File: src/design/ilt_pkg.sv
// Types, command and status codes, and default sizes of the indexed list engine.
package ilt_pkg;

  localparam int DEF_CAPACITY   = 16;
  localparam int DEF_WORD_WIDTH = 32;

  localparam logic [2:0] CMD_GET     = 3'd0;
  localparam logic [2:0] CMD_SET     = 3'd1;
  localparam logic [2:0] CMD_SEARCH  = 3'd2;
  localparam logic [2:0] CMD_INSERT  = 3'd3;
  localparam logic [2:0] CMD_APPEND  = 3'd4;
  localparam logic [2:0] CMD_REMOVE  = 3'd5;
  localparam logic [2:0] CMD_CLEAR   = 3'd6;
  localparam logic [2:0] CMD_REVERSE = 3'd7;

  localparam logic [1:0] ST_OK   = 2'd0;
  localparam logic [1:0] ST_OOB  = 2'd1;
  localparam logic [1:0] ST_FULL = 2'd2;

  typedef struct packed {
    logic [2:0]  command;
    logic [4:0]  position;
    logic [31:0] value;
  } req_t;

  typedef struct packed {
    logic [1:0]  status;
    logic [31:0] data;
    logic        found;
    logic [3:0]  found_position;
    logic [4:0]  count;
    logic        empty_res;
  } res_t;

endpackage

File: src/design/indexed_list_table_engine_top.sv
// Top level of the indexed list engine: sequencer, element count and result register.
//
// The block keeps an ordered list of up to CAPACITY words in a single-port-write,
// single-port-read RAM and serves one command at a time: get, set, search, insert at
// a position, append, remove at a position, clear and reverse. A command beat is taken
// at a rising edge where start is high and busy is low. Every command gives exactly one
// result beat, shown on the result port while done is high for one cycle; the receiver
// cannot stall it, so it must take the beat in that cycle. The whole rate is set by the
// RAM, which does one read and one write per cycle. After the command is taken, busy
// stays high while get, set, search (one element a cycle, up to the first match),
// insert, remove or reverse (S_REV_A, S_REV_B, S_REV_C for each swapped pair) runs;
// append, clear, removing the last element, searching an empty list, reversing under
// two elements and failed commands never raise it. The result beat comes in the first
// cycle in which busy is low again, or in the cycle after acceptance when busy never
// rises; busy is low in that cycle, so the next command may be taken then. Failed
// commands (position out of bounds, list full) leave the list untouched and report
// zero data. The RAM needs no clearing after reset: only positions below the count
// are ever read, and each of them has been written.
module indexed_list_table_engine_top #(
  parameter int CAPACITY   = ilt_pkg::DEF_CAPACITY,
  parameter int WORD_WIDTH = ilt_pkg::DEF_WORD_WIDTH
) (
  input  logic          clk,
  input  logic          rst,
  input  logic          start,
  output logic          busy,
  input  ilt_pkg::req_t request,
  output logic          done,
  output ilt_pkg::res_t result
);

  import ilt_pkg::*;

  // Widths: an element address, the element count, and a comparison width that also
  // holds the 5-bit command position with a spare bit for sums.
  localparam int IDX_W = $clog2(CAPACITY);
  localparam int CNT_W = $clog2(CAPACITY + 1);
  localparam int XW    = ((CNT_W > 5) ? CNT_W : 5) + 1;

  // Sequencer states.
  localparam logic [3:0] S_IDLE    = 4'd0;
  localparam logic [3:0] S_GET     = 4'd1;
  localparam logic [3:0] S_SET     = 4'd2;
  localparam logic [3:0] S_SRCH    = 4'd3;
  localparam logic [3:0] S_SHIFT_R = 4'd4;
  localparam logic [3:0] S_INS_PUT = 4'd5;
  localparam logic [3:0] S_SHIFT_L = 4'd6;
  localparam logic [3:0] S_REV_A   = 4'd7;
  localparam logic [3:0] S_REV_B   = 4'd8;
  localparam logic [3:0] S_REV_C   = 4'd9;

  logic [3:0]            state, state_next;
  logic [IDX_W-1:0]      idx, idx_next;
  logic [IDX_W-1:0]      hi, hi_next;
  logic [IDX_W-1:0]      pos_q, pos_q_next;
  logic [WORD_WIDTH-1:0] val_q, val_q_next;
  logic [WORD_WIDTH-1:0] tmp, tmp_next;
  logic [CNT_W-1:0]      count, count_next;

  // RAM port controls.
  logic                  rd_en, wr_en;
  logic [IDX_W-1:0]      rd_addr, wr_addr;
  logic [WORD_WIDTH-1:0] wr_data, rd_data;

  // Result fields for the command that finishes in this cycle.
  logic                  finish;
  logic [1:0]            status_f;
  logic [31:0]           data_f;
  logic                  found_f;
  logic [3:0]            fpos_f;

  logic [XW-1:0]         pos_x, cnt_x;
  logic                  full;

  assign pos_x = XW'(request.position);
  assign cnt_x = XW'(count);
  assign full  = (count == CNT_W'(CAPACITY));
  assign busy  = (state != S_IDLE);

  ilt_ram #(
    .WIDTH (WORD_WIDTH),
    .DEPTH (CAPACITY)
  ) u_ram (
    .clk     (clk),
    .wr_en   (wr_en),
    .wr_addr (wr_addr),
    .wr_data (wr_data),
    .rd_en   (rd_en),
    .rd_addr (rd_addr),
    .rd_data (rd_data)
  );

  // The sequencer. Shifts overlap the read of the next element with the write of the
  // current one and searches with the compare, so both move one element per cycle; a
  // reverse swap runs S_REV_A, S_REV_B, S_REV_C: both ends are read before any write.
  always_comb begin
    state_next = state;
    idx_next   = idx;
    hi_next    = hi;
    pos_q_next = pos_q;
    val_q_next = val_q;
    tmp_next   = tmp;
    count_next = count;
    rd_en      = 1'b0;
    rd_addr    = '0;
    wr_en      = 1'b0;
    wr_addr    = '0;
    wr_data    = '0;
    finish     = 1'b0;
    status_f   = ST_OK;
    data_f     = '0;
    found_f    = 1'b0;
    fpos_f     = '0;

    unique case (state)
      S_IDLE: begin
        if (start) begin
          pos_q_next = IDX_W'(request.position);
          val_q_next = WORD_WIDTH'(request.value);
          unique case (request.command) inside
            CMD_GET, CMD_SET: begin
              if (pos_x < cnt_x) begin
                rd_en      = 1'b1;
                rd_addr    = IDX_W'(request.position);
                state_next = (request.command == CMD_GET) ? S_GET : S_SET;
              end else begin
                status_f = ST_OOB;
                finish   = 1'b1;
              end
            end
            CMD_SEARCH: begin
              if (count == '0) begin
                finish = 1'b1;
              end else begin
                rd_en      = 1'b1;
                rd_addr    = '0;
                idx_next   = '0;
                state_next = S_SRCH;
              end
            end
            CMD_INSERT: begin
              if (pos_x > cnt_x) begin
                status_f = ST_OOB;
                finish   = 1'b1;
              end else if (full) begin
                status_f = ST_FULL;
                finish   = 1'b1;
              end else begin
                // Shift from the old last element down to the insert position.
                idx_next = IDX_W'(count);
                if (pos_x == cnt_x) begin
                  state_next = S_INS_PUT;
                end else begin
                  rd_en      = 1'b1;
                  rd_addr    = IDX_W'(count) - IDX_W'(1);
                  state_next = S_SHIFT_R;
                end
              end
            end
            CMD_APPEND: begin
              if (full) begin
                status_f = ST_FULL;
              end else begin
                wr_en      = 1'b1;
                wr_addr    = IDX_W'(count);
                wr_data    = WORD_WIDTH'(request.value);
                count_next = count + CNT_W'(1);
              end
              finish = 1'b1;
            end
            CMD_REMOVE: begin
              if (pos_x < cnt_x) begin
                idx_next = IDX_W'(request.position);
                if (pos_x + XW'(1) >= cnt_x) begin
                  count_next = count - CNT_W'(1);
                  finish     = 1'b1;
                end else begin
                  rd_en      = 1'b1;
                  rd_addr    = IDX_W'(request.position) + IDX_W'(1);
                  state_next = S_SHIFT_L;
                end
              end else begin
                status_f = ST_OOB;
                finish   = 1'b1;
              end
            end
            CMD_CLEAR: begin
              count_next = '0;
              finish     = 1'b1;
            end
            CMD_REVERSE: begin
              if (count < CNT_W'(2)) begin
                finish = 1'b1;
              end else begin
                idx_next   = '0;
                hi_next    = IDX_W'(count - CNT_W'(1));
                rd_en      = 1'b1;
                rd_addr    = '0;
                state_next = S_REV_A;
              end
            end
            default: begin
              finish = 1'b1;
            end
          endcase
        end
      end

      S_GET: begin
        data_f = 32'(rd_data);
        finish = 1'b1;
      end

      S_SET: begin
        data_f  = 32'(rd_data);
        wr_en   = 1'b1;
        wr_addr = pos_q;
        wr_data = val_q;
        finish  = 1'b1;
      end

      S_SRCH: begin
        if (rd_data == val_q) begin
          found_f = 1'b1;
          fpos_f  = 4'(idx);
          finish  = 1'b1;
        end else if (XW'(idx) + XW'(1) < cnt_x) begin
          rd_en    = 1'b1;
          rd_addr  = idx + IDX_W'(1);
          idx_next = idx + IDX_W'(1);
        end else begin
          finish = 1'b1;
        end
      end

      S_SHIFT_R: begin
        wr_en    = 1'b1;
        wr_addr  = idx;
        wr_data  = rd_data;
        idx_next = idx - IDX_W'(1);
        if (idx - IDX_W'(1) == pos_q) begin
          state_next = S_INS_PUT;
        end else begin
          rd_en   = 1'b1;
          rd_addr = idx - IDX_W'(2);
        end
      end

      S_INS_PUT: begin
        wr_en      = 1'b1;
        wr_addr    = pos_q;
        wr_data    = val_q;
        count_next = count + CNT_W'(1);
        finish     = 1'b1;
      end

      S_SHIFT_L: begin
        wr_en    = 1'b1;
        wr_addr  = idx;
        wr_data  = rd_data;
        idx_next = idx + IDX_W'(1);
        if (XW'(idx) + XW'(2) < cnt_x) begin
          rd_en   = 1'b1;
          rd_addr = IDX_W'(XW'(idx) + XW'(2));
        end else begin
          count_next = count - CNT_W'(1);
          finish     = 1'b1;
        end
      end

      S_REV_A: begin
        tmp_next   = rd_data;
        rd_en      = 1'b1;
        rd_addr    = hi;
        state_next = S_REV_B;
      end

      S_REV_B: begin
        wr_en      = 1'b1;
        wr_addr    = idx;
        wr_data    = rd_data;
        state_next = S_REV_C;
      end

      S_REV_C: begin
        wr_en    = 1'b1;
        wr_addr  = hi;
        wr_data  = tmp;
        idx_next = idx + IDX_W'(1);
        hi_next  = hi - IDX_W'(1);
        if (idx + IDX_W'(1) < hi - IDX_W'(1)) begin
          rd_en      = 1'b1;
          rd_addr    = idx + IDX_W'(1);
          state_next = S_REV_A;
        end else begin
          finish = 1'b1;
        end
      end

      default: begin
        state_next = S_IDLE;
      end
    endcase

    if (finish) begin
      state_next = S_IDLE;
    end
  end

  // Control state.
  always_ff @(posedge clk) begin
    if (rst) begin
      state <= S_IDLE;
      count <= '0;
      done  <= 1'b0;
    end else begin
      state <= state_next;
      count <= count_next;
      done  <= finish;
    end
  end

  // Working registers and the result beat.
  always_ff @(posedge clk) begin
    idx   <= idx_next;
    hi    <= hi_next;
    pos_q <= pos_q_next;
    val_q <= val_q_next;
    tmp   <= tmp_next;
    if (finish) begin
      result.status         <= status_f;
      result.data           <= data_f;
      result.found          <= found_f;
      result.found_position <= fpos_f;
      result.count          <= 5'(count_next);
      result.empty_res      <= (count_next == '0);
    end
  end

endmodule

File: src/design/ilt_ram.sv
// Generic single-write, single-read RAM with a registered read port.
module ilt_ram #(
  parameter int WIDTH  = 32,
  parameter int DEPTH  = 16,
  parameter int ADDR_W = $clog2(DEPTH)
) (
  input  logic              clk,
  input  logic              wr_en,
  input  logic [ADDR_W-1:0] wr_addr,
  input  logic [WIDTH-1:0]  wr_data,
  input  logic              rd_en,
  input  logic [ADDR_W-1:0] rd_addr,
  output logic [WIDTH-1:0]  rd_data
);

  logic [WIDTH-1:0] mem [DEPTH];

  always_ff @(posedge clk) begin
    if (wr_en) begin
      mem[wr_addr] <= wr_data;
    end
    if (rd_en) begin
      rd_data <= mem[rd_addr];
    end
  end

endmodule

File: config.mk
export PLATFORM = sky130hd
export DESIGN_NAME = indexed_list_table_engine_top
export DESIGN_NICKNAME = d
export VERILOG_FILES = /design/src/design/ilt_pkg.sv /design/src/design/indexed_list_table_engine_top.sv /design/src/design/ilt_ram.sv
export SDC_FILE = /design/constraint.sdc
export NUM_CORES = 1
export LEC_CHECK = 0
export ABC_AREA = 1
export ABC_CLOCK_PERIOD_IN_PS = 3610
export BUFFER_PORTS_ARGS = -buffer_cell sky130_fd_sc_hd__buf_2
export CAP_MARGIN = 0
export CORE_MARGIN = 4
export CORE_UTILIZATION = 57
export DETAILED_ROUTE_END_ITERATION = 6
export GPL_TIMING_DRIVEN = 0
export HOLD_SLACK_MARGIN = 0.05
export PLACE_DENSITY = 0.73
export SYNTH_ARGS = -nofsm -noshare
export SYNTH_HDL_FRONTEND = slang
export SYNTH_SLANG_ARGS = --single-unit
File: constraint.sdc
create_clock -name clk -period 3.61 [get_ports clk]
set_input_delay 0.1805 -clock clk [delete_from_list [all_inputs] [get_ports clk]]
set_output_delay 0.1805 -clock clk [all_outputs]
set_load 0.02 [all_outputs]
==> flow_metrics.py <==
metrics = {
    "status": {
        "status": "finished with violations",
        "violations": "design-rule violations, max-capacitance violations, max-slew violations",
    },
    "worst_setup_path": {
        "crit_arrival_ns": 4.00,
        "reg2reg_from": "idx[1]$_DFFE_PP_",
        "startpoint_type": "flop",
        "cp.required_ns": 4.04,
        "path_max_fanout": 10,
        "worstReg2RegEnd": "u_ram.rd_data[1]$_DFFE_PP_",
        "crit_type": "reg2reg",
        "ff2ff_path_depth": 19,
        "r2r_slack_ns": 0.04,
        "endpoint_kind": "flop",
    },
    "synth": {
        "syn-instance-count": 3120,
        "synth_cell_types": 52,
        "syn_avg_cell_area_um2": 10.20,
        "syn_nets": 3194,
        "synth_area_um2": 31840,
        "ys.flop_type": "edfxtp_1",
        "synth_seq_cells": 675,
        "ys_seq_area_share_pct": 63.35,
        "synth.largest_area_cell": "edfxtp_1",
        "synth.top_cell.area_share_pct": 62.73,
        "yosys_warnings": 0,
        "synthArstFlopShare_pct": 0,
        "synth_edf_count": 665,
        "synth_top_cells_by_area": "edfxtp_1, nand3_1, inv_1",
    },
    "final_layout": {
        "final_nets": 3475,
        "antenna_cells": 0,
        "layout-drive-gt1-share_pct": 15.94,
        "final_area_um2": 37640,
        "synthToLayoutAreaGrowth_pct": 18.22,
    },
    "sta": {
        "hold_violations": 0,
        "fin_crit_ns": 3.567,
        "fmax_mhz": 280.4,
        "setup_viol": 0,
        "fin_crit_sh_pct": 98.80,
        "finalClockSkew_ns": 0.01420,
        "timing.hold.ws_ns": 0.09134,
        "tightest_slew_ns": 1.504,
        "setup_slack_ns": 0.04330,
        "slew-limit-headroom_pct": -0.7340,
        "maxSlewViolCount": 17,
        "rsz0062_at_grt": "yes",
    },
    "clock_network": {
        "clk_latency_ns": 0.61,
        "cts.sinks": 675,
        "clkTransAtPathRegs_ns": 0.06,
        "cts-root-buf": "clkbuf_16",
        "numCtsBuffers": 70,
        "clockBufferDepth": 3,
        "h-tree-depth": 3,
        "cts_tree": "done",
    },
    "pwr": {
        "peakVddDrop_uv": 647.8,
        "cellLeakagePower_uw": 0.01579,
        "power_density_nw_per_um2": 554.9,
    },
    "place": {
        "dpl_cell_area_um2": 34120,
        "place_ws_ns": -0.4903,
        "port_buffers": 88,
        "dp_hpwl_um": 68160,
        "place_congestion": 0.9716,
    },
    "min_path": {
        "worstHoldPathType": "in2reg",
        "whs_path_depth": 3,
        "worstHoldStart": "request[32]",
        "min_to": "idx[0]$_DFFE_PP_",
    },
    "die": {
        "start_util_pct": 57.67,
        "dieHeight_um": 244.3,
        "die_x_um": 244.3,
        "design.core.area_um2": 55200,
        "rows": 86,
        "die_area_um2": 59700,
        "num_io_pins": 90,
    },
    "grt": {
        "grt_max_degree": 38,
        "grt-ovfl-total": 0,
        "grt_pass1_vias": 23590,
        "grt_use_total_pct": 31.93,
        "antenna_found_initial": 1,
        "grt_first_pass_wirelength_um": 142600,
    },
    "drt": {
        "dr.first_iter.drc_count": 3486,
        "postRouteAntennaNets": 0,
        "viasPerCell": 5.919,
        "firstDrtPassIters": 7,
        "dr_total_vias": 24860,
        "wl_um": 98160,
        "drc": 4,
        "wire_per_inst_um": 23.38,
    },
    "job": {
        "cap_violations": 1,
    },
}
## registers in the layout (all words and copies together) (netlist names)
name           flops
done               1
state              4
val_q             32
u_ram.rd_data     32
pos_q              4
count              5
result            45
idx                4
hi                 4
u_ram.mem        512
tmp               32
## critical path, cell delays in order, from the launching register on
cell	delay, ns
edfxtp_1	0.38
buf_4	0.14
clkinvlp_4	0.16
nor3_1	0.43
ha_1	0.24
nand4_1	0.16
nand2_2	0.14
inv_2	0.05
nand3_1	0.06
nand2_1	0.05
nor2_1	0.22
inv_1	0.12
nor2_4	0.15
buf_12	0.13
buf_6	0.16
clkbuf_4	0.21
nand3_1	0.10
nand3_1	0.14
nand3_1	0.12
nand2_1	0.21
## metrics by stage
stage	power, µW	cells	setup TNS, ns	util, %
2_1_floorplan	12000	3120	0	-
3_3_place_gp	13370	3956	-1106.84	60.17
3_5_place_dp	13640	4003	-73.51	61.82
4_1_cts	20660	4171	-0.02164	67.04
5_1_grt	21570	4199	-1.087	68.18
6_report	20880	4199	0	68.18
## worst max path at each step
stage / start / cells past startpoint / end
2_1_floorplan: state[2]$_SDFFE_PP0P_ / 6 / u_ram.rd_data[0]$_DFFE_PP_
3_3_place_gp: state[0]$_SDFFE_PP0P_ / 11 / u_ram.mem[1][21]$_DFFE_PP_
3_5_place_dp: idx[0]$_DFFE_PP_ / 19 / u_ram.rd_data[29]$_DFFE_PP_
4_1_cts: count[3]$_SDFF_PP0_ / 19 / u_ram.rd_data[29]$_DFFE_PP_
5_1_grt: idx[1]$_DFFE_PP_ / 20 / u_ram.rd_data[22]$_DFFE_PP_
6_report: idx[1]$_DFFE_PP_ / 19 / u_ram.rd_data[1]$_DFFE_PP_
## placed cells by master (no fill, tap or decap), drive strengths merged, types with 18 or more instances in the layout
master / n
clkinv: 27
a22oi: 18
ha: 31
edfxtp: 665
nor2: 124
nand3: 492
xnor2: 26
clkbuf: 142
inv: 638
a21oi: 36
buf: 300
dlygate4sd3: 37
o211ai: 21
nand4: 267
o21ai: 31
nand2: 509
## logic make-up after synthesis
logic type | count (synthesis) | share of synthesized area (%)
AOI/OAI and AO/OA | 141 | 2.932
xor gates and xnor gates | 37 | 1.018
adders and majority gates | 31 | 1.218
buffers and inverters | 824 | 10.38
DFF | 675 | 63.35
and+or+nand+nor | 1412 | 21.10
## area by class of cell
type | count | area (µm²)
Clock buffer | 86 | 1854
Buffer | 184 | 1204
Inverter | 640 | 2425
Multi-Input combinational cell | 1621 | 8802
Sequential cell | 675 | 20170
Fill cell | 3998 | 17560
Clock inverter | 36 | 312.8
Timing Repair Buffer | 209 | 1933
Tap cell | 748 | 935.9
## metal layers
layer	track usage (%)	vias to the layer above	wire, µm
met5	0	-	9
met1	44.33	11770	37860
met4	12.34	2	4048
met2	48.70	1597	43550
li1	-	11200	-
met3	8.465	287	12690
## synthesized netlist by cell type (8+ instances only)
master     number
a22oi_1        18
clkbuf_1       39
buf_4           8
o2111ai_1      11
nand4_1       267
nor3_1         13
o211ai_1       21
nand2_1       505
xnor2_1        26
dfxtp_1        10
ha_1           31
inv_2          21
buf_2         129
nand3_1       488
inv_1         616
xor2_1         11
o21ai_0        26
edfxtp_1      665
a21oi_1        36
nor2_1        115
## report_power, final
group	switching [µW]	total, µW	internal [µW]
Combinational	2930	4160	1240
Clock	2980	6990	4010
Sequential	187	9740	9550
## timing repair
action                     CTS  global route
hold endpoints to repair    46             0
cloned                       0             1
resized for setup           72           135
pin swaps                    7            13
hold buffers                37             0
buffers inserted             9            26
setup endpoints to repair  491           253
Note: power is estimated with default switching activity, not from simulation.
